## src/rtl/gda_pkg.sv

```systemverilog
// Shared types, constants and calendar helpers for the Gregorian date adder.
// No dependencies; used by every other file of the block.
package gda_pkg;

   localparam int YEAR_W     = 14;  // year field width on the ports
   localparam int YEAR_INT_W = 15;  // internal year, holds results past the field range
   localparam int MONTH_W    = 4;
   localparam int DAY_W      = 5;
   localparam int DAYS_W     = 20;  // configured day count
   localparam int REM_W      = 21;  // day count plus start day

   localparam logic [DAYS_W-1:0]     DAYS_RESET = 20'd11574;
   localparam logic [YEAR_INT_W-1:0] LEAP_CYCLE = 15'd400;
   localparam logic [YEAR_INT_W-1:0] CYCLE_LAST = 15'd399;

   localparam logic [MONTH_W-1:0] MONTH_JAN = 4'd1;
   localparam logic [MONTH_W-1:0] MONTH_FEB = 4'd2;
   localparam logic [MONTH_W-1:0] MONTH_DEC = 4'd12;

   localparam logic [DAY_W-1:0] LEN_28 = 5'd28;
   localparam logic [DAY_W-1:0] LEN_29 = 5'd29;
   localparam logic [DAY_W-1:0] LEN_30 = 5'd30;
   localparam logic [DAY_W-1:0] LEN_31 = 5'd31;

   // Leap test from the year's position within the 400-year cycle.
   function automatic logic is_leap(input logic [YEAR_INT_W-1:0] pos);
      logic century;
      century = (pos == 15'd0) || (pos == 15'd100) || (pos == 15'd200) || (pos == 15'd300);
      return (pos[1:0] == 2'b00) && !(century && (pos != 15'd0));
   endfunction

   function automatic logic [DAY_W-1:0] month_length(input logic [MONTH_W-1:0] month,
                                                     input logic leap);
      logic [DAY_W-1:0] len;
      case (month) inside
         4'd1, 4'd3, 4'd5, 4'd7, 4'd8, 4'd10, 4'd12: len = LEN_31;
         MONTH_FEB: len = leap ? LEN_29 : LEN_28;
         default: len = LEN_30;
      endcase
      return len;
   endfunction

endpackage

```

## src/rtl/gda_channels.sv

```systemverilog
// Handshake channels of the Gregorian date adder: request, response, register write.
// Depends on gda_pkg for field widths.
interface gda_req_if;
   logic                            valid;
   logic                            ready;
   logic [gda_pkg::YEAR_W-1:0]      start_year;
   logic [gda_pkg::MONTH_W-1:0]     start_month;
   logic [gda_pkg::DAY_W-1:0]       start_day;
   modport source (output valid, start_year, start_month, start_day, input ready);
   modport sink   (input valid, start_year, start_month, start_day, output ready);
endinterface

interface gda_rsp_if;
   logic                            valid;
   logic                            ready;
   logic [gda_pkg::YEAR_W-1:0]      end_year;
   logic [gda_pkg::MONTH_W-1:0]     end_month;
   logic [gda_pkg::DAY_W-1:0]       end_day;
   logic                            year_overflow;
   modport source (output valid, end_year, end_month, end_day, year_overflow, input ready);
   modport sink   (input valid, end_year, end_month, end_day, year_overflow, output ready);
endinterface

interface gda_csr_if;
   logic                            valid;
   logic                            ready;
   logic [gda_pkg::DAYS_W-1:0]      days_to_add;
   modport source (output valid, days_to_add, input ready);
   modport sink   (input valid, days_to_add, output ready);
endinterface

```

## src/rtl/gda_sub_unit.sv

```systemverilog
// Shared subtract-and-compare unit of the date adder.
// Depends on gda_pkg for the operand width.
module gda_sub_unit (
   input  logic [gda_pkg::REM_W-1:0] minuend,
   input  logic [gda_pkg::REM_W-1:0] subtrahend,
   output logic [gda_pkg::REM_W-1:0] diff,
   output logic                      borrow
);

   // borrow set means minuend < subtrahend
   assign {borrow, diff} = {1'b0, minuend} - {1'b0, subtrahend};

endmodule

```

## src/rtl/gregorian_date_add_days.sv

```systemverilog
// Top level of the Gregorian date adder: sequencer, registers and output stage.
// Depends on gda_pkg, gda_channels and gda_sub_unit.
//
//   channel  modport  transfer moves
//   req_if   sink     start_year, start_month, start_day
//   rsp_if   source   end_year, end_month, end_day, year_overflow
//   csr_if   sink     days_to_add (always ready)
//
// After the request transfer the shared subtractor runs reduce steps, which bring cy
// (the year of the month before the start month) to its position within the 400-year
// cycle, then walk steps month by month, then a finish step. The finish step stalls while
// an earlier result still waits on rsp_if. Synchronous active-high reset restores
// days_to_add and empties the output stage. A new request is taken while a finished
// result still waits on rsp_if.
module gregorian_date_add_days (
   input  logic       clock,
   input  logic       reset,
   gda_req_if.sink    req_if,
   gda_rsp_if.source  rsp_if,
   gda_csr_if.sink    csr_if
);

   typedef enum logic [3:0] {
      ST_IDLE   = 4'b0001,
      ST_REDUCE = 4'b0010,
      ST_WALK   = 4'b0100,
      ST_FINISH = 4'b1000
   } state_type;

   state_type                            state_ff, state_in;
   logic [gda_pkg::DAYS_W-1:0]           days_ff, days_in;
   logic [gda_pkg::REM_W-1:0]            rem_ff, rem_in;
   logic [gda_pkg::YEAR_INT_W-1:0]       cy_ff, cy_in;
   logic [gda_pkg::YEAR_INT_W-1:0]       pos_ff, pos_in;   // cy modulo 400
   logic [gda_pkg::MONTH_W-1:0]          cm_ff, cm_in;
   logic                                 out_valid_ff, out_valid_in;
   logic [gda_pkg::YEAR_INT_W-1:0]       out_year_ff, out_year_in;
   logic [gda_pkg::MONTH_W-1:0]          out_month_ff, out_month_in;
   logic [gda_pkg::DAY_W-1:0]            out_day_ff, out_day_in;

   logic [gda_pkg::REM_W-1:0]            sub_a, sub_b, sub_diff;
   logic                                 sub_borrow;

   logic [gda_pkg::YEAR_INT_W-1:0]       in_year;
   logic [gda_pkg::MONTH_W-1:0]          in_month;
   logic [gda_pkg::MONTH_W-1:0]          nm;
   logic [gda_pkg::YEAR_INT_W-1:0]       ny;
   logic [gda_pkg::YEAR_INT_W-1:0]       pos_next;
   logic                                 wrap;
   logic                                 cy_leap;
   logic [gda_pkg::DAY_W-1:0]            next_len;
   logic                                 req_xfer;
   logic                                 out_free;

   gda_sub_unit u_sub (
      .minuend    (sub_a),
      .subtrahend (sub_b),
      .diff       (sub_diff),
      .borrow     (sub_borrow)
   );

   assign req_xfer = req_if.valid && req_if.ready;
   assign out_free = !out_valid_ff || rsp_if.ready;

   assign req_if.ready         = (state_ff == ST_IDLE);
   assign csr_if.ready         = 1'b1;
   assign rsp_if.valid         = out_valid_ff;
   assign rsp_if.end_year      = out_year_ff[gda_pkg::YEAR_W-1:0];
   assign rsp_if.end_month     = out_month_ff;
   assign rsp_if.end_day       = out_day_ff;
   assign rsp_if.year_overflow = out_year_ff[gda_pkg::YEAR_INT_W-1];

   always_comb begin
      in_year = {1'b0, req_if.start_year};
      if (in_year == '0) begin
         in_year = 15'd1;
      end
      in_month = req_if.start_month;
      if (in_month == '0) begin
         in_month = gda_pkg::MONTH_JAN;
      end else if (in_month > gda_pkg::MONTH_DEC) begin
         in_month = gda_pkg::MONTH_DEC;
      end
   end

   // month following the current position
   always_comb begin
      wrap     = (cm_ff == gda_pkg::MONTH_DEC);
      nm       = wrap ? gda_pkg::MONTH_JAN : cm_ff + 4'd1;
      ny       = wrap ? cy_ff + 15'd1 : cy_ff;
      pos_next = (pos_ff == gda_pkg::CYCLE_LAST) ? '0 : pos_ff + 15'd1;
      cy_leap  = gda_pkg::is_leap(pos_ff);
      // February only follows January, so the leap year is always cy
      next_len = gda_pkg::month_length(nm, cy_leap);
   end

   always_comb begin
      if (state_ff == ST_REDUCE) begin
         sub_a = {6'd0, pos_ff};
         sub_b = {6'd0, gda_pkg::LEAP_CYCLE};
      end else begin
         sub_a = rem_ff;
         sub_b = {16'd0, next_len};
      end
   end

   always_comb begin
      state_in     = state_ff;
      days_in      = days_ff;
      rem_in       = rem_ff;
      cy_in        = cy_ff;
      pos_in       = pos_ff;
      cm_in        = cm_ff;
      out_valid_in = out_valid_ff && !rsp_if.ready;
      out_year_in  = out_year_ff;
      out_month_in = out_month_ff;
      out_day_in   = out_day_ff;

      if (csr_if.valid) begin
         days_in = csr_if.days_to_add;
      end

      case (state_ff)
         ST_IDLE: begin
            if (req_xfer) begin
               rem_in = {1'b0, days_ff} + {16'd0, req_if.start_day};
               if (in_month == gda_pkg::MONTH_JAN) begin
                  cm_in = gda_pkg::MONTH_DEC;
                  cy_in = in_year - 15'd1;
               end else begin
                  cm_in = in_month - 4'd1;
                  cy_in = in_year;
               end
               pos_in   = cy_in;
               state_in = ST_REDUCE;
            end
         end
         ST_REDUCE: begin
            if (sub_borrow) begin
               state_in = ST_WALK;
            end else begin
               pos_in = sub_diff[gda_pkg::YEAR_INT_W-1:0];
            end
         end
         ST_WALK: begin
            if (sub_borrow) begin
               state_in = ST_FINISH;
            end else begin
               rem_in = sub_diff;
               cm_in  = nm;
               cy_in  = ny;
               if (wrap) begin
                  pos_in = pos_next;
               end
            end
         end
         ST_FINISH: begin
            if (out_free) begin
               out_valid_in = 1'b1;
               if (rem_ff == '0) begin
                  out_year_in  = cy_ff;
                  out_month_in = cm_ff;
                  out_day_in   = gda_pkg::month_length(cm_ff, cy_leap);
               end else begin
                  out_year_in  = ny;
                  out_month_in = nm;
                  out_day_in   = rem_ff[gda_pkg::DAY_W-1:0];
               end
               state_in = ST_IDLE;
            end
         end
         default: begin
            state_in = ST_IDLE;
         end
      endcase
   end

   always_ff @(posedge clock) begin
      if (reset) begin
         state_ff     <= ST_IDLE;
         days_ff      <= gda_pkg::DAYS_RESET;
         out_valid_ff <= 1'b0;
      end else begin
         state_ff     <= state_in;
         days_ff      <= days_in;
         out_valid_ff <= out_valid_in;
      end
   end

   always_ff @(posedge clock) begin
      rem_ff       <= rem_in;
      cy_ff        <= cy_in;
      pos_ff       <= pos_in;
      cm_ff        <= cm_in;
      out_year_ff  <= out_year_in;
      out_month_ff <= out_month_in;
      out_day_ff   <= out_day_in;
   end

endmodule
```

## src/flat_wrapper.sv

```systemverilog
// flat-port wrapper written by rule: the top's interface ports become plain ports
module gregorian_date_add_days_flat 
  (clock, reset, req_if_valid, req_if_start_year, req_if_start_month, req_if_start_day, req_if_ready, rsp_if_valid, rsp_if_end_year, rsp_if_end_month, rsp_if_end_day, rsp_if_year_overflow, rsp_if_ready, csr_if_valid, csr_if_days_to_add, csr_if_ready);
  gda_req_if req_if_i ();
  gda_rsp_if rsp_if_i ();
  gda_csr_if csr_if_i ();
  input  logic clock;
  input  logic reset;
  input wire logic [$bits(req_if_i.valid)-1:0] req_if_valid;
  input wire logic [$bits(req_if_i.start_year)-1:0] req_if_start_year;
  input wire logic [$bits(req_if_i.start_month)-1:0] req_if_start_month;
  input wire logic [$bits(req_if_i.start_day)-1:0] req_if_start_day;
  output wire logic [$bits(req_if_i.ready)-1:0] req_if_ready;
  output wire logic [$bits(rsp_if_i.valid)-1:0] rsp_if_valid;
  output wire logic [$bits(rsp_if_i.end_year)-1:0] rsp_if_end_year;
  output wire logic [$bits(rsp_if_i.end_month)-1:0] rsp_if_end_month;
  output wire logic [$bits(rsp_if_i.end_day)-1:0] rsp_if_end_day;
  output wire logic [$bits(rsp_if_i.year_overflow)-1:0] rsp_if_year_overflow;
  input wire logic [$bits(rsp_if_i.ready)-1:0] rsp_if_ready;
  input wire logic [$bits(csr_if_i.valid)-1:0] csr_if_valid;
  input wire logic [$bits(csr_if_i.days_to_add)-1:0] csr_if_days_to_add;
  output wire logic [$bits(csr_if_i.ready)-1:0] csr_if_ready;
  assign req_if_i.valid = req_if_valid;
  assign req_if_i.start_year = req_if_start_year;
  assign req_if_i.start_month = req_if_start_month;
  assign req_if_i.start_day = req_if_start_day;
  assign req_if_ready = req_if_i.ready;
  assign rsp_if_valid = rsp_if_i.valid;
  assign rsp_if_end_year = rsp_if_i.end_year;
  assign rsp_if_end_month = rsp_if_i.end_month;
  assign rsp_if_end_day = rsp_if_i.end_day;
  assign rsp_if_year_overflow = rsp_if_i.year_overflow;
  assign rsp_if_i.ready = rsp_if_ready;
  assign csr_if_i.valid = csr_if_valid;
  assign csr_if_i.days_to_add = csr_if_days_to_add;
  assign csr_if_ready = csr_if_i.ready;
  gregorian_date_add_days u_core (.clock(clock), .reset(reset), .req_if(req_if_i), .rsp_if(rsp_if_i), .csr_if(csr_if_i));
endmodule
```

## config.mk

```make
export PLATFORM = sky130hd
export DESIGN_NAME = gregorian_date_add_days_flat
export DESIGN_NICKNAME = d
export VERILOG_FILES = /design/src/rtl/gda_pkg.sv /design/src/rtl/gda_channels.sv /design/src/rtl/gda_sub_unit.sv /design/src/rtl/gregorian_date_add_days.sv /design/src/flat_wrapper.sv
export SDC_FILE = /design/constraint.sdc
export NUM_CORES = 1
export LEC_CHECK = 0
export BUFFER_PORTS_ARGS = -buffer_cell sky130_fd_sc_hd__buf_2
export CORE_MARGIN = 2
export CORE_UTILIZATION = 40
export DETAILED_ROUTE_END_ITERATION = 8
export PLACE_DENSITY = 0.61
export SETUP_SLACK_MARGIN = 0.1
export SYNTH_ARGS = -nofsm -noshare
export SYNTH_HDL_FRONTEND = slang
export SYNTH_SLANG_ARGS = --single-unit
```

## constraint.sdc

```tcl
create_clock -name clock -period 10.5 [get_ports clock]
set_input_delay 1.575 -clock clock [delete_from_list [all_inputs] [get_ports clock]]
set_output_delay 1.575 -clock clock [all_outputs]
set_load 0.02 [all_outputs]
```

==> impl_metrics.yaml, run 1 <==
run_status:
  run_status: "finished clean"
synthesis:
  syn_inst: 762
  ys_types: 78
  syn_avg_cell_area_um2: 9.23
  synth_area_um2: 7030
  ys_ff_latch: 104
  synth_seq_area_share: 0.409
  synth_nets: 830
  async_reset_ff_frac: 0
  ys_warn_count: 0
  synth-edff-count: 79
  synthFlopType: "edfxtp_1"
floorplan:
  die-height_um: 137
  core_um2: 17200
  start_util: 0.408
  die_w_um: 137
  die_area_um2: 18700
  pin_count: 75
  rows: 48
worst_setup_path:
  crit_type: "reg -> reg"
  cp.arrival_ns: 4.93
  start_kind: "flip-flop"
  end_kind: "flip-flop"
  crit_path_max_fanout: 24
  cp.required_ns: 10.53
pwr:
  vdd_drop_max_uv: 82.3
  power_density_nw_per_um2: 138
  leakagePower_nw: 2.92
finish:
  drive_above_1_share: 0.146
  multiInputGateArea_um2: 3920
  fin_nets: 880
  syn_to_final_growth_pct: 11.8
  antennaDiodeCount: 0
  seq_area_um2: 2870
  fillers: 1723
clock_network:
  clock_path_buffers: 2
  cts_setup_buffers: 0
  insertion_delay_ns: 0.36
  cts_resized: 0
  cts.htree.levels: 3
  clk_pin_slew_ns: 0.08
  clock-sinks: 104
  clockRootBuffer: "clkbuf_16"
  cts_tree: "built"
  hold_buffers: 0
  cts_buffers: 9
job:
  maxCapViolCount: 0
hold_path:
  holdCritPathClass: "reg -> reg"
global_routing:
  grt_max_degree: 50
  antenna_found_initial: 0
  overflow: 0
  grt_pass1_vias: 5627
  grtUsageTotal: 0.198
  grt_pass1_wl_um: 29100
sta:
  tightest_slew_ns: 1.16
  hold_viol: 0
  setup_viol: 0
  finalCriticalPeriod_ns: 4.90
  hold_ws_ns: 0.482
  tns_ns: 0
  finClkSkew_ns: 0.0141
  slew_headroom: 0.226
  fmax_ghz: 0.204
  finalCritPeriodShare: 0.467
  final_max_slew_viol_count: 0
  rsz0062_at_grt: "false"
drt:
  route.detailed.drc: 0
  wl_per_cell_um: 16.9
  firstDrtPassIters: 5
  via_count: 5837
  drtAntennaViolNets: 0
  viasPerCell: 5.60
  dr.first_iter.drc_count: 393
  drt_wl_total_um: 17600
place:
  place_congestion: 0.903
  place_hpwl_um: 13000
  port_buffers: 73
==> worst max-delay path, stage by stage, from the launching register on <==
cell and delay [ns]:
edfxtp_1 0.54, nor4_2 0.43, nand2_1 0.19, o31ai_1 0.49, o21ai_0 0.13, and3_1 0.21, ha_1 0.22, nand2b_1 0.20
a31o_2 0.28, a21oi_1 0.22, o22a_1 0.44, or3_1 0.21, o211a_1 0.56, buf_4 0.43
==> report_power, final <==
part | switching, mW | internal (mW) | leakage (nW) | total (mW)
Combinational | 0.130 | 0.0884 | 1.82 | 0.219
Sequential | 0.0455 | 0.491 | 0.950 | 0.536
Clock | 0.160 | 0.171 | 0.145 | 0.331
Total | 0.336 | 0.750 | 2.92 | 1.09
==> stage by stage <==
stage / utilization / area [µm²] / power (mW) / worst slack (ns) / cells
after floorplan: - / 7030 / 0.692 / 5.64 / 762
after global placement: 0.439 / 7570 / 0.760 / 5.70 / 1026
after detailed placement: 0.439 / 7570 / 0.762 / 5.61 / 1026
after CTS: 0.456 / 7860 / 1.09 / 5.60 / 1042
after global routing: 0.456 / 7860 / 1.14 / 5.26 / 1042
final: 0.456 / 7860 / 1.09 / 5.60 / 1042
==> metal layers <==
layer | GRT usage | up-vias | part of all wire
li1 | - | 2917 | -
met1 | 0.255 | 2704 | 0.45
met2 | 0.330 | 183 | 0.47
met3 | 0.0381 | 33 | 0.051
met4 | 0.0700 | 0 | 0.022
met5 | 0 | - | 0
==> path summary, 6_finish.rpt <==
path | startpoint | end | slack, ns | depth (start not counted)
setup / recovery | u_core.pos_ff[9]$_DFFE_PP_ | u_core.cy_ff[6]$_DFFE_PP_ | 5.60 | 13
setup reg to reg | u_core.pos_ff[9]$_DFFE_PP_ | u_core.cy_ff[6]$_DFFE_PP_ | 5.60 | 13
hold / removal | u_core.days_ff[2]$_SDFFE_PP1P_ | u_core.days_ff[2]$_SDFFE_PP1P_ | 0.48 | 2
hold reg to reg | u_core.days_ff[2]$_SDFFE_PP1P_ | u_core.days_ff[2]$_SDFFE_PP1P_ | 0.48 | 2
==> flip-flops by register name, indices dropped and copies added, names as in the netlist <==
signal and cells:
u_core.cm_ff 4, u_core.cy_ff 15, u_core.days_ff 20, u_core.out_year_ff 15, u_core.pos_ff 15, u_core.rem_ff 21
u_core.rsp_if.end_day 5, u_core.rsp_if.end_month 4, u_core.rsp_if.valid 1, u_core.state_ff 4
==> logic make-up (layout without fill, tap and decap cells) <==
kind of cell             Yosys count  count (layout)  share of synthesized area
AO/OA/AOI/OAI                    170             170                      0.161
XOR/XNOR                          75              75                     0.0934
adder cells (fa/ha/maj)           20              20                     0.0377
buffers and inverters             61             116                     0.0367
flip-flops                       104             104                      0.409
multiplexers                      36              36                     0.0541
other                              1               1                   0.000533
AND/OR/NAND/NOR                  295             295                      0.208
==> layout by cell type (no fill, tap or decap), types with 3 or more instances in the layout <==
| master | n |
|---|---|
| or4_1 | 6 |
| nand4_1 | 11 |
| ha_1 | 18 |
| a21oi_1 | 54 |
| nor3_1 | 20 |
| or3_1 | 13 |
| xnor2_1 | 42 |
| edfxtp_1 | 79 |
| xor2_1 | 33 |
| o21ai_0 | 32 |
| buf_4 | 7 |
| mux2_2 | 3 |
| nor4_1 | 9 |
| o21a_1 | 5 |
| a221oi_1 | 4 |
| o211a_1 | 3 |
| nand2b_1 | 10 |
| o31ai_1 | 5 |
| nor2_1 | 68 |
| a32oi_1 | 4 |
| buf_2 | 73 |
| clkbuf_16 | 9 |
| nand2_1 | 88 |
| o211ai_1 | 7 |
| inv_1 | 19 |
| a21o_1 | 4 |
| nand3b_1 | 4 |
| and4_1 | 3 |
| nand3_1 | 25 |
| a211oi_1 | 3 |
| nor2b_1 | 3 |
| o22ai_1 | 8 |
| dfxtp_1 | 25 |
| a31oi_1 | 5 |
| and3_1 | 15 |
| o221ai_1 | 6 |
| or2_2 | 5 |
| mux2i_1 | 31 |
==> area by class of cell <==
cell class                 instances  area share
multi-input combinational        597       0.499
sequential                       104       0.365
timing repair buffer              80      0.0532
tap                              225      0.0358
clock buffer                      10      0.0304
inverter                          20     0.00955
clock inverter                     6     0.00653
==> synthesized netlist by cell type (5+ instances only) <==
cell type	count	area share
or2_2	5	0.0044
a31oi_1	5	0.0044
nand2_1	88	0.047
a21oi_1	54	0.038
nor2_1	68	0.036
and3_1	15	0.013
inv_1	19	0.010
o211ai_1	7	0.0075
mux2i_1	31	0.044
nand3_1	25	0.018
nor4_1	9	0.0080
nand2b_1	10	0.0089
dfxtp_1	25	0.071
or4_1	6	0.0064
o21ai_0	32	0.023
xor2_1	33	0.041
edfxtp_1	79	0.34
clkbuf_1	31	0.017
o31ai_1	5	0.0053
ha_1	18	0.032
xnor2_1	42	0.052
or3_1	13	0.012
nand4_1	11	0.0098
o22ai_1	8	0.0071
nor3_1	21	0.015
o21a_1	5	0.0053
o221ai_1	6	0.0075
Power figures use the tool's default switching activity.
==> inputs of run 2 (changes only) <==
PLACE_DENSITY = 0.63   (was 0.61)
clock period = 4.5 ns   (was 10.5 ns; I/O delays follow)
==> impl_metrics.yaml, run 2 (synthesis gave the netlist of run 1 again) <==
worst_setup_path:
  rr_startpoint: "u_core.cm_ff[1]$_DFFE_PP_"
  cp.arrival_ns: 4.21
  cp_cell_sequence: "inv_1 -> ha_2 -> a21oi_1 -> o21ai_0 -> o41ai_2 -> nor3_2 -> a31oi_1 -> inv_1 -> ha_4 -> nand2b_4 -> a21oi_1 -> or4_1 -> o22a_2 -> or3_1 -> o211a_1 -> buf_12"
  cp.required_ns: 4.60
  critPathSlowestCell: "or4_1"
  critPathBufInv: 3
  crit_path_max_fanout: 36
  crit_family: "compound AO/OA/AOI/OAI gates"
  start_kind: "flip-flop"
  crit_path_max_incr_delay_ns: 0.54
  crit_path_start: "u_core.cm_ff[1]$_DFFE_PP_"
  end_kind: "flip-flop"
  crit_type: "reg -> reg"
global_routing:
  grt_pass1_vias: 5631
  antenna_found_initial: 0
  overflow: 0
  grt_pass1_wl_um: 28600
  grtUsageTotal: 0.195
  grt_max_degree: 46
clock_network:
  cts_setup_buffers: 0
  clockRootBuffer: "clkbuf_16"
  insertion_delay_ns: 0.36
  cts.htree.levels: 3
  cts_tree: "built"
  clk_pin_slew_ns: 0.07
  cts_buffers: 9
  clock_path_buffers: 2
  clock-sinks: 104
place:
  port_buffers: 73
  place_hpwl_um: 13200
  place_congestion: 0.938
  dp_cells: 1033
sta:
  tns_ns: 0
  hold_viol: 0
  finalCriticalPeriod_ns: 4.11
  setup_viol: 0
  tightest_slew_ns: 1.15
  fmax_ghz: 0.243
  finalCritPeriodShare: 0.913
  slew_headroom: 0.230
  rsz0062_at_grt: "false"
  finClkSkew_ns: 0.0120
  final_max_slew_viol_count: 0
finish:
  drive_above_1_share: 0.167
  fin_nets: 887
  final_cell_count_no_fill: 1049
  fillers: 1693
  largest_reg_flops: 21
  largest_register: "u_core.rem_ff"
  final_cell_mix: "nand2_1, edfxtp_1, buf_2"
  final_common_cell: "nand2_1"
  syn_to_final_growth_pct: 13.6
  antennaDiodeCount: 0
  seq_area_um2: 2870
  reg_top3: "u_core.rem_ff (21), u_core.days_ff (20)"
  multiInputGateArea_um2: 4000
pwr:
  power_density_nw_per_um2: 320
  leakagePower_nw: 2.95
  vdd_drop_max_uv: 209
floorplan:
  pin_count: 75
  die_w_um: 137
  die-height_um: 137
  core_um2: 17200
  die_area_um2: 18700
  rows: 48
  start_util: 0.408
drt:
  viasPerCell: 5.60
  dr.first_iter.drc_count: 381
  drt_wl_total_um: 17600
  wl_per_cell_um: 16.8
  route.detailed.drc: 0
  drtAntennaViolNets: 0
  via_count: 5873
  firstDrtPassIters: 5
job:
  maxCapViolCount: 0
hold_path:
  min_from: "u_core.days_ff[2]$_SDFFE_PP1P_"
  holdCritPathClass: "reg -> reg"
run_status:
  run_status: "finished clean"
-- run 2: cell count changes in the layout (fill, tap and decap cells not counted), sizes merged --
cell      delta
clkbuf       -1
buf          +7
clkinvlp     +1
-- run 2: routing by layer --
layer / share of wire / vias to the layer above / GRT usage
li1: - / 2926 / -
met1: 0.46 / 2749 / 0.256
met2: 0.47 / 172 / 0.323
met3: 0.053 / 26 / 0.0359
met4: 0.021 / 0 / 0.0694
met5: 0 / - / 0
-- run 2: worst register-to-register path: cells and delay by family, from the launching register on --
family          cells  cell delay (ns)
flops               1             0.43
fa+ha+maj           2             0.48
simple gates        4             1.18
compound gates      7             1.19
buf+inv             3             0.55
-- run 2: per-stage QoR --
stage / power (mW) / hold slack [ns] / area, µm² / worst slack (ns) / util
6_report: 2.55 / 0.484 / 7990 / 0.392 / 0.463
5_1_grt: 2.68 / 0.517 / 7990 / 0.115 / 0.463
4_1_cts: 2.56 / 0.488 / 7970 / 0.267 / 0.462
3_5_place_dp: 1.81 / 0.469 / 7690 / 0.298 / 0.446
3_3_place_gp: 1.80 / 0.468 / 7690 / 0.381 / 0.446
2_1_floorplan: 1.64 / 0.446 / 7130 / 0.108 / -
-- run 2: final timing paths --
check                                                      end  slack, ns  depth (start not counted)
worst max register to register       u_core.cy_ff[7]$_DFFE_PP_       0.39                         16
worst min register to register  u_core.days_ff[2]$_SDFFE_PP1P_       0.48                          2
worst min-delay path            u_core.days_ff[2]$_SDFFE_PP1P_       0.48                          2
worst max-delay path                 u_core.cy_ff[7]$_DFFE_PP_       0.39                         16
-- run 2: what timing repair did --
item,in CTS,in global routing
resized for setup,0,5
setup endpoints to repair,0,41
hold buffers,0,0
-- run 2: report_power, final --
part	leakage, nW	total, mW	internal [mW]	switching (mW)
Clock	0.137	0.753	0.381	0.372
Sequential	0.950	1.25	1.14	0.103
Combinational	1.87	0.553	0.231	0.322
-- run 2: final cells by class --
cell class,count,share of cell area
clock buffers,9,0.0282
multi-input cells,597,0.500
well taps,225,0.0352
flip-flops and latches,104,0.360
inverters,20,0.00940
repair buffers,87,0.0605
clock inverters,7,0.00674
